==> src/design/isotp_rx_pkg.sv <==
// Shared types and constants for the ISO-TP receive reassembly core.
// Used by the front, queue, back and top-level modules; depends on nothing.
package isotp_rx_pkg;

    localparam int ID_W      = 29;
    localparam int LEN_W     = 12;
    localparam int TICK_W    = 16;
    localparam int SEQ_W     = 4;
    localparam int CFG_IDX_W = 3;
    localparam int JOB_BYTES = 7;
    localparam int NB_W      = 3;
    localparam int QDEPTH    = 2;

    localparam logic [CFG_IDX_W-1:0] CFG_FUNC_REQ_ID = 3'd0;
    localparam logic [CFG_IDX_W-1:0] CFG_RESP_ID_MIN = 3'd1;
    localparam logic [CFG_IDX_W-1:0] CFG_RESP_ID_MAX = 3'd2;
    localparam logic [CFG_IDX_W-1:0] CFG_REQUEST_ID  = 3'd3;
    localparam logic [CFG_IDX_W-1:0] CFG_TIMEOUT     = 3'd4;

    localparam logic [3:0] PCI_SINGLE      = 4'h0;
    localparam logic [3:0] PCI_FIRST       = 4'h1;
    localparam logic [3:0] PCI_CONSECUTIVE = 4'h2;

    localparam logic [ID_W-1:0] PHYS_ID_BASE = 29'h700;
    localparam logic [ID_W-1:0] FLOW_ID_OFFS = 29'd8;

    typedef enum logic [1:0] {
        MODE_START = 2'd0,
        MODE_FRAME = 2'd1,
        MODE_TICK  = 2'd2
    } t_mode;

    typedef enum logic [2:0] {
        KIND_DATA    = 3'd0,
        KIND_FLOW    = 3'd1,
        KIND_DONE    = 3'd2,
        KIND_SEQ_ERR = 3'd3,
        KIND_TIMEOUT = 3'd4
    } t_kind;

    typedef struct packed {
        logic [JOB_BYTES-1:0][7:0] data;
        logic [NB_W-1:0]           nbytes;
        logic [LEN_W-1:0]          base;
        logic                      has_trl;
        t_kind                     trl_kind;
        logic [LEN_W-1:0]          trl_len;
        logic [ID_W-1:0]           trl_peer;
    } t_job;

endpackage

==> src/design/isotp_receive_reassembly_core.sv <==
// Top level of the ISO-TP receive reassembly core: front end, job queue and
// result sequencer. Depends on isotp_rx_pkg, isotp_rx_front, isotp_rx_queue, isotp_rx_back.
//
//   Channel   Direction  Handshake            Payload
//   input     in         i_valid / o_ready    i_mode, i_frame_id, i_frame_length, i_byte0..7
//   result    out        o_valid / i_ready    o_kind, o_data_byte, o_byte_offset,
//                                             o_message_length, o_peer_id, o_last
//   config    in         i_cfg_we             i_cfg_index, i_cfg_data
//
// A transaction is classified in the cycle it is accepted and, if it yields results, queued as one job.
// The sequencer sends one result per cycle while i_ready allows, so a transaction with k
// results (up to 8) holds it for k results; transactions without results queue no job.
// The two-entry queue lets the input side run ahead while results are stalled.
// Reset is synchronous and there is no clearing pass.
module isotp_receive_reassembly_core #(
    parameter int MAX_MESSAGE_BYTES = 255
) (
    input  logic                               i_clk,
    input  logic                               i_rst_n,
    input  logic                               i_cfg_we,
    input  logic [isotp_rx_pkg::CFG_IDX_W-1:0] i_cfg_index,
    input  logic [isotp_rx_pkg::ID_W-1:0]      i_cfg_data,
    input  logic                               i_valid,
    output logic                               o_ready,
    input  logic [1:0]                         i_mode,
    input  logic [isotp_rx_pkg::ID_W-1:0]      i_frame_id,
    input  logic [3:0]                         i_frame_length,
    input  logic [7:0]                         i_byte0,
    input  logic [7:0]                         i_byte1,
    input  logic [7:0]                         i_byte2,
    input  logic [7:0]                         i_byte3,
    input  logic [7:0]                         i_byte4,
    input  logic [7:0]                         i_byte5,
    input  logic [7:0]                         i_byte6,
    input  logic [7:0]                         i_byte7,
    output logic                               o_valid,
    input  logic                               i_ready,
    output logic [2:0]                         o_kind,
    output logic [7:0]                         o_data_byte,
    output logic [isotp_rx_pkg::LEN_W-1:0]     o_byte_offset,
    output logic [isotp_rx_pkg::LEN_W-1:0]     o_message_length,
    output logic [isotp_rx_pkg::ID_W-1:0]      o_peer_id,
    output logic                               o_last
);
    import isotp_rx_pkg::*;

    logic [7:0][7:0] bytes;
    logic            q_full, q_push, q_valid, q_pop;
    t_job            push_job, head_job;

    assign bytes = {i_byte7, i_byte6, i_byte5, i_byte4, i_byte3, i_byte2, i_byte1, i_byte0};

    isotp_rx_front #(
        .MAX_MESSAGE_BYTES(MAX_MESSAGE_BYTES)
    ) u_front (
        .i_clk         (i_clk),
        .i_rst_n       (i_rst_n),
        .i_cfg_we      (i_cfg_we),
        .i_cfg_index   (i_cfg_index),
        .i_cfg_data    (i_cfg_data),
        .i_valid       (i_valid),
        .o_ready       (o_ready),
        .i_mode        (i_mode),
        .i_frame_id    (i_frame_id),
        .i_frame_length(i_frame_length),
        .i_bytes       (bytes),
        .i_q_full      (q_full),
        .o_push        (q_push),
        .o_job         (push_job)
    );

    isotp_rx_queue u_queue (
        .i_clk  (i_clk),
        .i_rst_n(i_rst_n),
        .i_push (q_push),
        .i_job  (push_job),
        .o_full (q_full),
        .o_valid(q_valid),
        .i_pop  (q_pop),
        .o_job  (head_job)
    );

    isotp_rx_back u_back (
        .i_clk           (i_clk),
        .i_rst_n         (i_rst_n),
        .i_q_valid       (q_valid),
        .i_job           (head_job),
        .o_pop           (q_pop),
        .o_valid         (o_valid),
        .i_ready         (i_ready),
        .o_kind          (o_kind),
        .o_data_byte     (o_data_byte),
        .o_byte_offset   (o_byte_offset),
        .o_message_length(o_message_length),
        .o_peer_id       (o_peer_id),
        .o_last          (o_last)
    );

    a_start_no_job: assert property (@(posedge i_clk) disable iff (!i_rst_n)
        (i_valid && o_ready && (i_mode == MODE_START)) |-> !q_push)
        else $error("start transaction produced a job");

    a_job_not_empty: assert property (@(posedge i_clk) disable iff (!i_rst_n)
        (q_valid && (head_job.nbytes == '0)) |-> head_job.has_trl)
        else $error("queued job carries no results");

    a_trailer_kind: assert property (@(posedge i_clk) disable iff (!i_rst_n)
        (q_valid && head_job.has_trl) |-> (head_job.trl_kind != KIND_DATA))
        else $error("trailer of queued job has payload kind");

    a_status_is_last: assert property (@(posedge i_clk) disable iff (!i_rst_n)
        (o_valid && (o_kind != KIND_DATA)) |-> o_last)
        else $error("status result not marked last");

endmodule

==> src/design/isotp_rx_front.sv <==
// Front end: configuration registers, identifier filter, frame classification
// and reception state. Emits one job per transaction that yields results.
// Depends on isotp_rx_pkg.
module isotp_rx_front #(
    parameter int MAX_MESSAGE_BYTES = 255
) (
    input  logic                                 i_clk,
    input  logic                                 i_rst_n,
    input  logic                                 i_cfg_we,
    input  logic [isotp_rx_pkg::CFG_IDX_W-1:0]   i_cfg_index,
    input  logic [isotp_rx_pkg::ID_W-1:0]        i_cfg_data,
    input  logic                                 i_valid,
    output logic                                 o_ready,
    input  logic [1:0]                           i_mode,
    input  logic [isotp_rx_pkg::ID_W-1:0]        i_frame_id,
    input  logic [3:0]                           i_frame_length,
    input  logic [7:0][7:0]                      i_bytes,
    input  logic                                 i_q_full,
    output logic                                 o_push,
    output isotp_rx_pkg::t_job                   o_job
);
    import isotp_rx_pkg::*;

    logic [ID_W-1:0]   r_func_id, r_resp_min, r_resp_max, r_req_id;
    logic [TICK_W-1:0] r_timeout;

    logic              r_active, n_active;
    logic              r_ff_seen, n_ff_seen;
    logic [LEN_W-1:0]  r_total, n_total;
    logic [LEN_W-1:0]  r_rcvd, n_rcvd;
    logic [SEQ_W-1:0]  r_seq, n_seq;
    logic [TICK_W-1:0] r_elapsed, n_elapsed;
    logic [ID_W-1:0]   r_resp_id, n_resp_id;

    logic              accept;
    logic              functional;
    logic              id_ok;
    logic [3:0]        pci_type;
    logic [3:0]        nib;
    logic [LEN_W-1:0]  ff_len;
    logic [LEN_W-1:0]  rem;
    logic [NB_W-1:0]   chunk;
    logic [LEN_W-1:0]  rcvd_sum;
    logic [TICK_W-1:0] tick_inc;
    t_job              job;

    assign o_ready    = !i_q_full;
    assign accept     = i_valid && o_ready;
    assign functional = (r_req_id == r_func_id);
    assign pci_type   = i_bytes[0][7:4];
    assign nib        = i_bytes[0][3:0];
    assign ff_len     = {nib, i_bytes[1]};
    assign rem        = (r_total > r_rcvd) ? (r_total - r_rcvd) : '0;
    assign chunk      = (rem < LEN_W'(JOB_BYTES)) ? rem[NB_W-1:0] : NB_W'(JOB_BYTES);
    assign rcvd_sum   = r_rcvd + LEN_W'(chunk);
    assign tick_inc   = (r_elapsed != '1) ? (r_elapsed + TICK_W'(1)) : r_elapsed;

    always_comb begin
        if (functional) begin
            id_ok = (i_frame_id >= r_resp_min) && (i_frame_id <= r_resp_max);
        end else begin
            id_ok = (i_frame_id[ID_W-1:11] == '0) && (i_frame_id[10:8] == 3'b111)
                    && (i_frame_id != r_req_id);
        end
    end

    always_comb begin
        n_active  = r_active;
        n_ff_seen = r_ff_seen;
        n_total   = r_total;
        n_rcvd    = r_rcvd;
        n_seq     = r_seq;
        n_elapsed = r_elapsed;
        n_resp_id = r_resp_id;
        job       = '0;
        unique case (i_mode)
            MODE_START: begin
                n_active  = 1'b1;
                n_ff_seen = 1'b0;
                n_total   = '0;
                n_rcvd    = '0;
                n_seq     = SEQ_W'(1);
                n_elapsed = '0;
                n_resp_id = '0;
            end
            MODE_TICK: begin
                if (r_active) begin
                    n_elapsed = tick_inc;
                    if (tick_inc >= r_timeout) begin
                        n_active     = 1'b0;
                        job.has_trl  = 1'b1;
                        job.trl_kind = KIND_TIMEOUT;
                    end
                end
            end
            MODE_FRAME: begin
                if (r_active && (i_frame_length != '0) && id_ok) begin
                    if (pci_type == PCI_SINGLE) begin
                        if ((nib >= 4'd1) && (nib <= 4'd7)) begin
                            for (int k = 0; k < JOB_BYTES; k++) begin
                                job.data[k] = i_bytes[k+1];
                            end
                            job.nbytes   = nib[NB_W-1:0];
                            job.has_trl  = 1'b1;
                            job.trl_kind = KIND_DONE;
                            job.trl_len  = LEN_W'(nib);
                            job.trl_peer = i_frame_id;
                            n_active     = 1'b0;
                        end
                    end else if (pci_type == PCI_FIRST) begin
                        if ((ff_len >= LEN_W'(7)) && (ff_len <= LEN_W'(MAX_MESSAGE_BYTES))) begin
                            n_total   = ff_len;
                            n_rcvd    = LEN_W'(6);
                            n_ff_seen = 1'b1;
                            n_seq     = SEQ_W'(1);
                            n_resp_id = i_frame_id;
                            for (int k = 0; k < JOB_BYTES - 1; k++) begin
                                job.data[k] = i_bytes[k+2];
                            end
                            job.nbytes   = NB_W'(6);
                            job.has_trl  = 1'b1;
                            job.trl_kind = KIND_FLOW;
                            job.trl_peer = functional ? (i_frame_id - FLOW_ID_OFFS) : r_req_id;
                        end
                    end else if ((pci_type == PCI_CONSECUTIVE) && r_ff_seen) begin
                        if (nib != r_seq) begin
                            n_active     = 1'b0;
                            job.has_trl  = 1'b1;
                            job.trl_kind = KIND_SEQ_ERR;
                        end else begin
                            for (int k = 0; k < JOB_BYTES; k++) begin
                                job.data[k] = i_bytes[k+1];
                            end
                            job.nbytes = chunk;
                            job.base   = r_rcvd;
                            n_rcvd     = rcvd_sum;
                            n_seq      = r_seq + SEQ_W'(1);
                            if (rcvd_sum >= r_total) begin
                                job.has_trl  = 1'b1;
                                job.trl_kind = KIND_DONE;
                                job.trl_len  = r_total;
                                job.trl_peer = r_resp_id;
                                n_active     = 1'b0;
                            end
                        end
                    end
                end
            end
            default: begin
            end
        endcase
    end

    assign o_job  = job;
    assign o_push = accept && ((job.nbytes != '0) || job.has_trl);

    always_ff @(posedge i_clk) begin
        if (!i_rst_n) begin
            r_func_id  <= ID_W'(2015);
            r_resp_min <= ID_W'(2024);
            r_resp_max <= ID_W'(2031);
            r_req_id   <= ID_W'(2015);
            r_timeout  <= TICK_W'(1000);
        end else if (i_cfg_we) begin
            case (i_cfg_index)
                CFG_FUNC_REQ_ID: r_func_id  <= i_cfg_data;
                CFG_RESP_ID_MIN: r_resp_min <= i_cfg_data;
                CFG_RESP_ID_MAX: r_resp_max <= i_cfg_data;
                CFG_REQUEST_ID:  r_req_id   <= i_cfg_data;
                CFG_TIMEOUT:     r_timeout  <= i_cfg_data[TICK_W-1:0];
                default: begin
                end
            endcase
        end
    end

    always_ff @(posedge i_clk) begin
        if (!i_rst_n) begin
            r_active  <= 1'b0;
            r_ff_seen <= 1'b0;
            r_total   <= '0;
            r_rcvd    <= '0;
            r_seq     <= SEQ_W'(1);
            r_elapsed <= '0;
            r_resp_id <= '0;
        end else if (accept) begin
            r_active  <= n_active;
            r_ff_seen <= n_ff_seen;
            r_total   <= n_total;
            r_rcvd    <= n_rcvd;
            r_seq     <= n_seq;
            r_elapsed <= n_elapsed;
            r_resp_id <= n_resp_id;
        end
    end

endmodule

==> src/design/isotp_rx_queue.sv <==
// Short job queue between the front end and the result sequencer.
// Depends on isotp_rx_pkg.
module isotp_rx_queue (
    input  logic               i_clk,
    input  logic               i_rst_n,
    input  logic               i_push,
    input  isotp_rx_pkg::t_job i_job,
    output logic               o_full,
    output logic               o_valid,
    input  logic               i_pop,
    output isotp_rx_pkg::t_job o_job
);
    import isotp_rx_pkg::*;

    localparam int QAW = (QDEPTH > 1) ? $clog2(QDEPTH) : 1;
    localparam int QCW = $clog2(QDEPTH + 1);

    t_job             r_slots [QDEPTH];
    logic [QAW-1:0]   r_wr_ptr, r_rd_ptr;
    logic [QCW-1:0]   r_count;
    logic             do_push, do_pop;

    assign o_full  = (r_count == QCW'(QDEPTH));
    assign o_valid = (r_count != '0);
    assign do_push = i_push && !o_full;
    assign do_pop  = i_pop && o_valid;
    assign o_job   = r_slots[r_rd_ptr];

    always_ff @(posedge i_clk) begin
        if (do_push) begin
            r_slots[r_wr_ptr] <= i_job;
        end
    end

    always_ff @(posedge i_clk) begin
        if (!i_rst_n) begin
            r_wr_ptr <= '0;
            r_rd_ptr <= '0;
            r_count  <= '0;
        end else begin
            if (do_push) begin
                r_wr_ptr <= (r_wr_ptr == QAW'(QDEPTH - 1)) ? '0 : r_wr_ptr + QAW'(1);
            end
            if (do_pop) begin
                r_rd_ptr <= (r_rd_ptr == QAW'(QDEPTH - 1)) ? '0 : r_rd_ptr + QAW'(1);
            end
            if (do_push && !do_pop) begin
                r_count <= r_count + QCW'(1);
            end else if (do_pop && !do_push) begin
                r_count <= r_count - QCW'(1);
            end
        end
    end

endmodule

==> src/design/isotp_rx_back.sv <==
// Result sequencer: expands one queued job into payload-byte results and, if present, a
// trailing result, one per cycle while i_ready allows, into a registered output stage.
// Depends on isotp_rx_pkg.
module isotp_rx_back (
    input  logic                              i_clk,
    input  logic                              i_rst_n,
    input  logic                              i_q_valid,
    input  isotp_rx_pkg::t_job                i_job,
    output logic                              o_pop,
    output logic                              o_valid,
    input  logic                              i_ready,
    output logic [2:0]                        o_kind,
    output logic [7:0]                        o_data_byte,
    output logic [isotp_rx_pkg::LEN_W-1:0]    o_byte_offset,
    output logic [isotp_rx_pkg::LEN_W-1:0]    o_message_length,
    output logic [isotp_rx_pkg::ID_W-1:0]     o_peer_id,
    output logic                              o_last
);
    import isotp_rx_pkg::*;

    logic [NB_W-1:0]  r_idx, n_idx;
    logic             r_valid;
    t_kind            r_kind;
    logic [7:0]       r_data;
    logic [LEN_W-1:0] r_offset, r_len;
    logic [ID_W-1:0]  r_peer;
    logic             r_last;

    logic             load;
    logic             cur_is_byte;
    logic             cur_last;

    assign load        = i_q_valid && (!r_valid || i_ready);
    assign cur_is_byte = (r_idx < i_job.nbytes);
    assign cur_last    = cur_is_byte
                         ? ((r_idx == (i_job.nbytes - NB_W'(1))) && !i_job.has_trl)
                         : 1'b1;
    assign o_pop       = load && cur_last;
    assign n_idx       = cur_last ? '0 : (r_idx + NB_W'(1));

    always_ff @(posedge i_clk) begin
        if (!i_rst_n) begin
            r_valid <= 1'b0;
            r_idx   <= '0;
        end else begin
            if (load) begin
                r_valid <= 1'b1;
                r_idx   <= n_idx;
            end else if (i_ready) begin
                r_valid <= 1'b0;
            end
        end
    end

    always_ff @(posedge i_clk) begin
        if (load) begin
            r_last <= cur_last;
            if (cur_is_byte) begin
                r_kind   <= KIND_DATA;
                r_data   <= i_job.data[r_idx];
                r_offset <= i_job.base + LEN_W'(r_idx);
                r_len    <= '0;
                r_peer   <= '0;
            end else begin
                r_kind   <= i_job.trl_kind;
                r_data   <= '0;
                r_offset <= '0;
                r_len    <= i_job.trl_len;
                r_peer   <= i_job.trl_peer;
            end
        end
    end

    assign o_valid          = r_valid;
    assign o_kind           = r_kind;
    assign o_data_byte      = r_data;
    assign o_byte_offset    = r_offset;
    assign o_message_length = r_len;
    assign o_peer_id        = r_peer;
    assign o_last           = r_last;

endmodule
==> config.mk <==
export PLATFORM = sky130hd
export DESIGN_NAME = isotp_receive_reassembly_core
export DESIGN_NICKNAME = d
export VERILOG_FILES = /design/src/design/isotp_rx_pkg.sv /design/src/design/isotp_receive_reassembly_core.sv /design/src/design/isotp_rx_front.sv /design/src/design/isotp_rx_queue.sv /design/src/design/isotp_rx_back.sv
export SDC_FILE = /design/constraint.sdc
export NUM_CORES = 1
export LEC_CHECK = 0
export ABC_AREA = 1
export CELL_PAD_IN_SITES_DETAIL_PLACEMENT = 0
export CELL_PAD_IN_SITES_GLOBAL_PLACEMENT = 1
export CORE_UTILIZATION = 49
export DETAILED_ROUTE_END_ITERATION = 10
export DONT_BUFFER_PORTS = 1
export PLACE_DENSITY = 0.82
export SYNTH_ARGS = -nofsm -noshare
export SYNTH_HDL_FRONTEND = slang
export SYNTH_HIERARCHICAL = 1
export SYNTH_SLANG_ARGS = --single-unit
==> constraint.sdc <==
create_clock -name i_clk -period 11.3 [get_ports i_clk]
set_input_delay 2.26 -clock i_clk [delete_from_list [all_inputs] [get_ports i_clk]]
set_output_delay 2.26 -clock i_clk [all_outputs]
set_load 0.05 [all_outputs]
==> results.yml <==
outcome:
  run_status: "complete, no violations"
critical_path:
  reg2reg_slack_ns: 3.81
  critPathRequiredTime_ns: 11.55
  crit_path_end_kind: "flip-flop"
  r2r-end: "u_queue/r_slots[0][94]"
  worstPathMaxFanout: 72
  max_stage_delay_ns: 0.87
  r2r_cells: 35
  startpoint_type: "flip-flop"
  cp_slowest_cell: "buf_4"
  r2r-start: "u_front/r_total[0]"
  cp.arrival_ns: 7.74
  path_class: "reg2reg"
  timing.critical_path.mode_cell: "nand2_1"
placement:
  numPortBuffers: 0
  hpwlAfterDp_mm: 50.6
  gp_congestion: 0.893
  placed_area_sq_um: 27900
sta:
  fin_skew_ns: 0.0256
  slew_violations: 0
  rsz0062_at_grt: "false"
  slew_headroom: 0.258
  tns_ns: 0
  period_needed_ns: 7.49
  hold_violations: 0
  holdWs_ns: 0.457
  finalSetupViolations: 0
  fin_crit_sh: 0.663
  max_freq_mhz: 134
  worst_pin_slew_ns: 1.11
route:
  avgViaCountPerCell: 5.63
  wl_per_cell_um: 19.1
  drtAntennaViolNets: 0
  vias: 21616
  drtIter0Drc: 1801
  drc_errors: 0
  drtPass1Iterations: 6
  finalWirelength_mm: 73.4
grt:
  grt_pass1_wl_mm: 115
  grt-ovfl-total: 0
  antenna_found_initial: 2
  grt_pass1_vias: 21141
  grt_start_max_net_pins: 137
  track_usage: 0.255
clock_network:
  cts_sinks: 513
  cts_hold_buf: 0
  ctsResizeCount: 0
  clock_latency_ns: 0.63
  h-tree-depth: 2
  cts_tree: "done"
  clk_path_buf_depth: 3
  clk_pin_slew_ns: 0.06
  numCtsBuffers: 56
  post_cts_buffers: 0
  clockRootBuffer: "clkbuf_16"
yosys:
  synth.net_count: 3383
  synth-edff-count: 297
  async_reset_ff_frac: 0
  synth_ff_type: "edfxtp_1"
  syn_avg_cell_area_sq_um: 8.84
  syn-instance-count: 3128
  synth_area_sq_um: 27700
  synth-warning-count: 6
  ys_ff_latch: 513
  yosysUniqueCellTypes: 59
  ys_seq_area_frac: 0.479
cells_and_area:
  nFillCells: 5081
  fin_area_sq_um: 29800
  final_layout_size_suffix_gt1_frac: 0.0932
  final_common_cell: "nand2_1"
  area_delta_synth_final_pct: 7.70
  nNetsFinal: 3299
  n_antenna_cell: 0
  layout_common_cells: "nand2_1 (446), nor2_1 (370), inv_1 (360), edfxtp_1 (297), a21oi_1 (266)"
floorplan:
  die_w_um: 240
  io_pins: 203
  dieArea_sq_um: 57400
  rows: 86
  start_util: 0.499
  fp.dieH_um: 240
  fp.coreArea_sq_um: 55400
power_and_ir_drop:
  powerDensity_nw_per_um2: 138
  vdd.ir_drop.worst_uv: 115
  static-leakage-power_nw: 11.5
  finalPower_w: 0.00412
hold_path:
  min_from: "u_front/r_resp_min[28]"
  hold_path_end: "u_front/r_resp_min[28]"
  hold_depth: 2
  hold_path.class: "reg2reg"
flow_run:
  maxCapViolations: 0
## final cells by class
cell class / count / area, sq um / area share
flip-flops and latches: 513 / 13200 / 0.445
repair buffers: 23 / 173 / 0.00580
multi-input cells: 2079 / 12200 / 0.409
well taps: 748 / 936 / 0.0314
clock buffers: 68 / 1500 / 0.0503
inverters: 371 / 1400 / 0.0470
clock inverters: 37 / 345 / 0.0116
## flip-flops by register name, summed over array words and instances, names as in the netlist, 12 cells and up, named ones only
signal	count
u_back/o_byte_offset	12
u_back/o_message_length	12
u_back/o_peer_id	29
u_front/r_elapsed	16
u_front/r_func_id	29
u_front/r_rcvd	12
u_front/r_req_id	29
u_front/r_resp_id	29
u_front/r_resp_max	29
u_front/r_resp_min	29
u_front/r_timeout	16
u_front/r_total	12
u_queue/r_slots	232
## cells by family after synthesis
logic type,after synthesis,share of synthesized area
compound gates,609,0.121
xor+xnor,79,0.0250
fa+ha+maj,119,0.0546
buf+inv,536,0.0819
flops,513,0.479
mux,116,0.0526
simple gates,1156,0.186
## metal layers
| metal | vias up | GRT usage | share of wire |
|---|---|---|---|
| met3 | 133 | 0.0473 | 0.073 |
| met1 | 10280 | 0.330 | 0.42 |
| met2 | 708 | 0.425 | 0.47 |
| li1 | 10491 | - | - |
| met5 | - | 0 | 0.00037 |
| met4 | 4 | 0.0923 | 0.030 |
## through the flow
stage	utilization	setup slack, ns	cells
2_1_floorplan	-	1.52	3128
3_3_place_gp	0.504	4.14	3734
3_5_place_dp	0.504	3.93	3734
4_1_cts	0.538	3.88	3839
5_1_grt	0.538	3.14	3839
6_report	0.538	3.81	3839
## power by group
part           switching [W]  total [W]  internal (W)
logic               0.000197   0.000298      0.000101
registers          0.0000124    0.00199       0.00198
clock network       0.000777    0.00184       0.00106
total               0.000987    0.00412       0.00314
## cell usage after synthesis (6+ instances only)
cell	n	area (sq um)
nor2_4	24	270
o21a_1	6	45.0
nand2_1	446	1670
mux2_2	76	856
a31oi_1	16	100
clkbuf_1	96	360
buf_4	6	45.0
o211ai_1	48	360
mux2_4	40	601
xor2_1	58	508
ha_1	116	1450
a21oi_1	266	1330
inv_2	7	26.3
o22ai_1	58	363
inv_1	361	1360
dfxtp_1	216	4320
nor4_1	11	68.8
nand3_1	122	611
nor3b_1	9	67.6
edfxtp_1	297	8920
o21ai_1	17	85.1
buf_2	38	190
nand4_1	79	494
xnor2_1	21	184
o21ai_0	178	891
nor3_1	65	325
nor2_1	374	1400
buf_6	17	191
## worst max path at each step
stage	from	to	slack (ns)	depth (start not counted)
after floorplan	u_front/r_total[0]	u_queue/r_slots[0][0]	1.52	33
after global placement	u_front/r_total[0]	u_queue/r_slots[1][7]	4.14	34
after detailed placement	u_front/r_total[0]	u_queue/r_slots[0][2]	3.93	35
after CTS	u_front/r_total[0]	u_queue/r_slots[0][10]	3.88	35
after global routing	u_front/r_total[0]	u_queue/r_slots[0][80]	3.14	35
final	u_front/r_total[0]	u_queue/r_slots[0][94]	3.81	35
## worst max-delay path: cells and delay by family (launching register included)
kind	cells	cell delay, ns
fa+ha+maj	4	1.32
buf+inv	4	1.57
xor+xnor	1	0.13
flops	1	0.40
compound gates	3	0.77
simple gates	23	2.82
(Power assumes the default switching activity.)
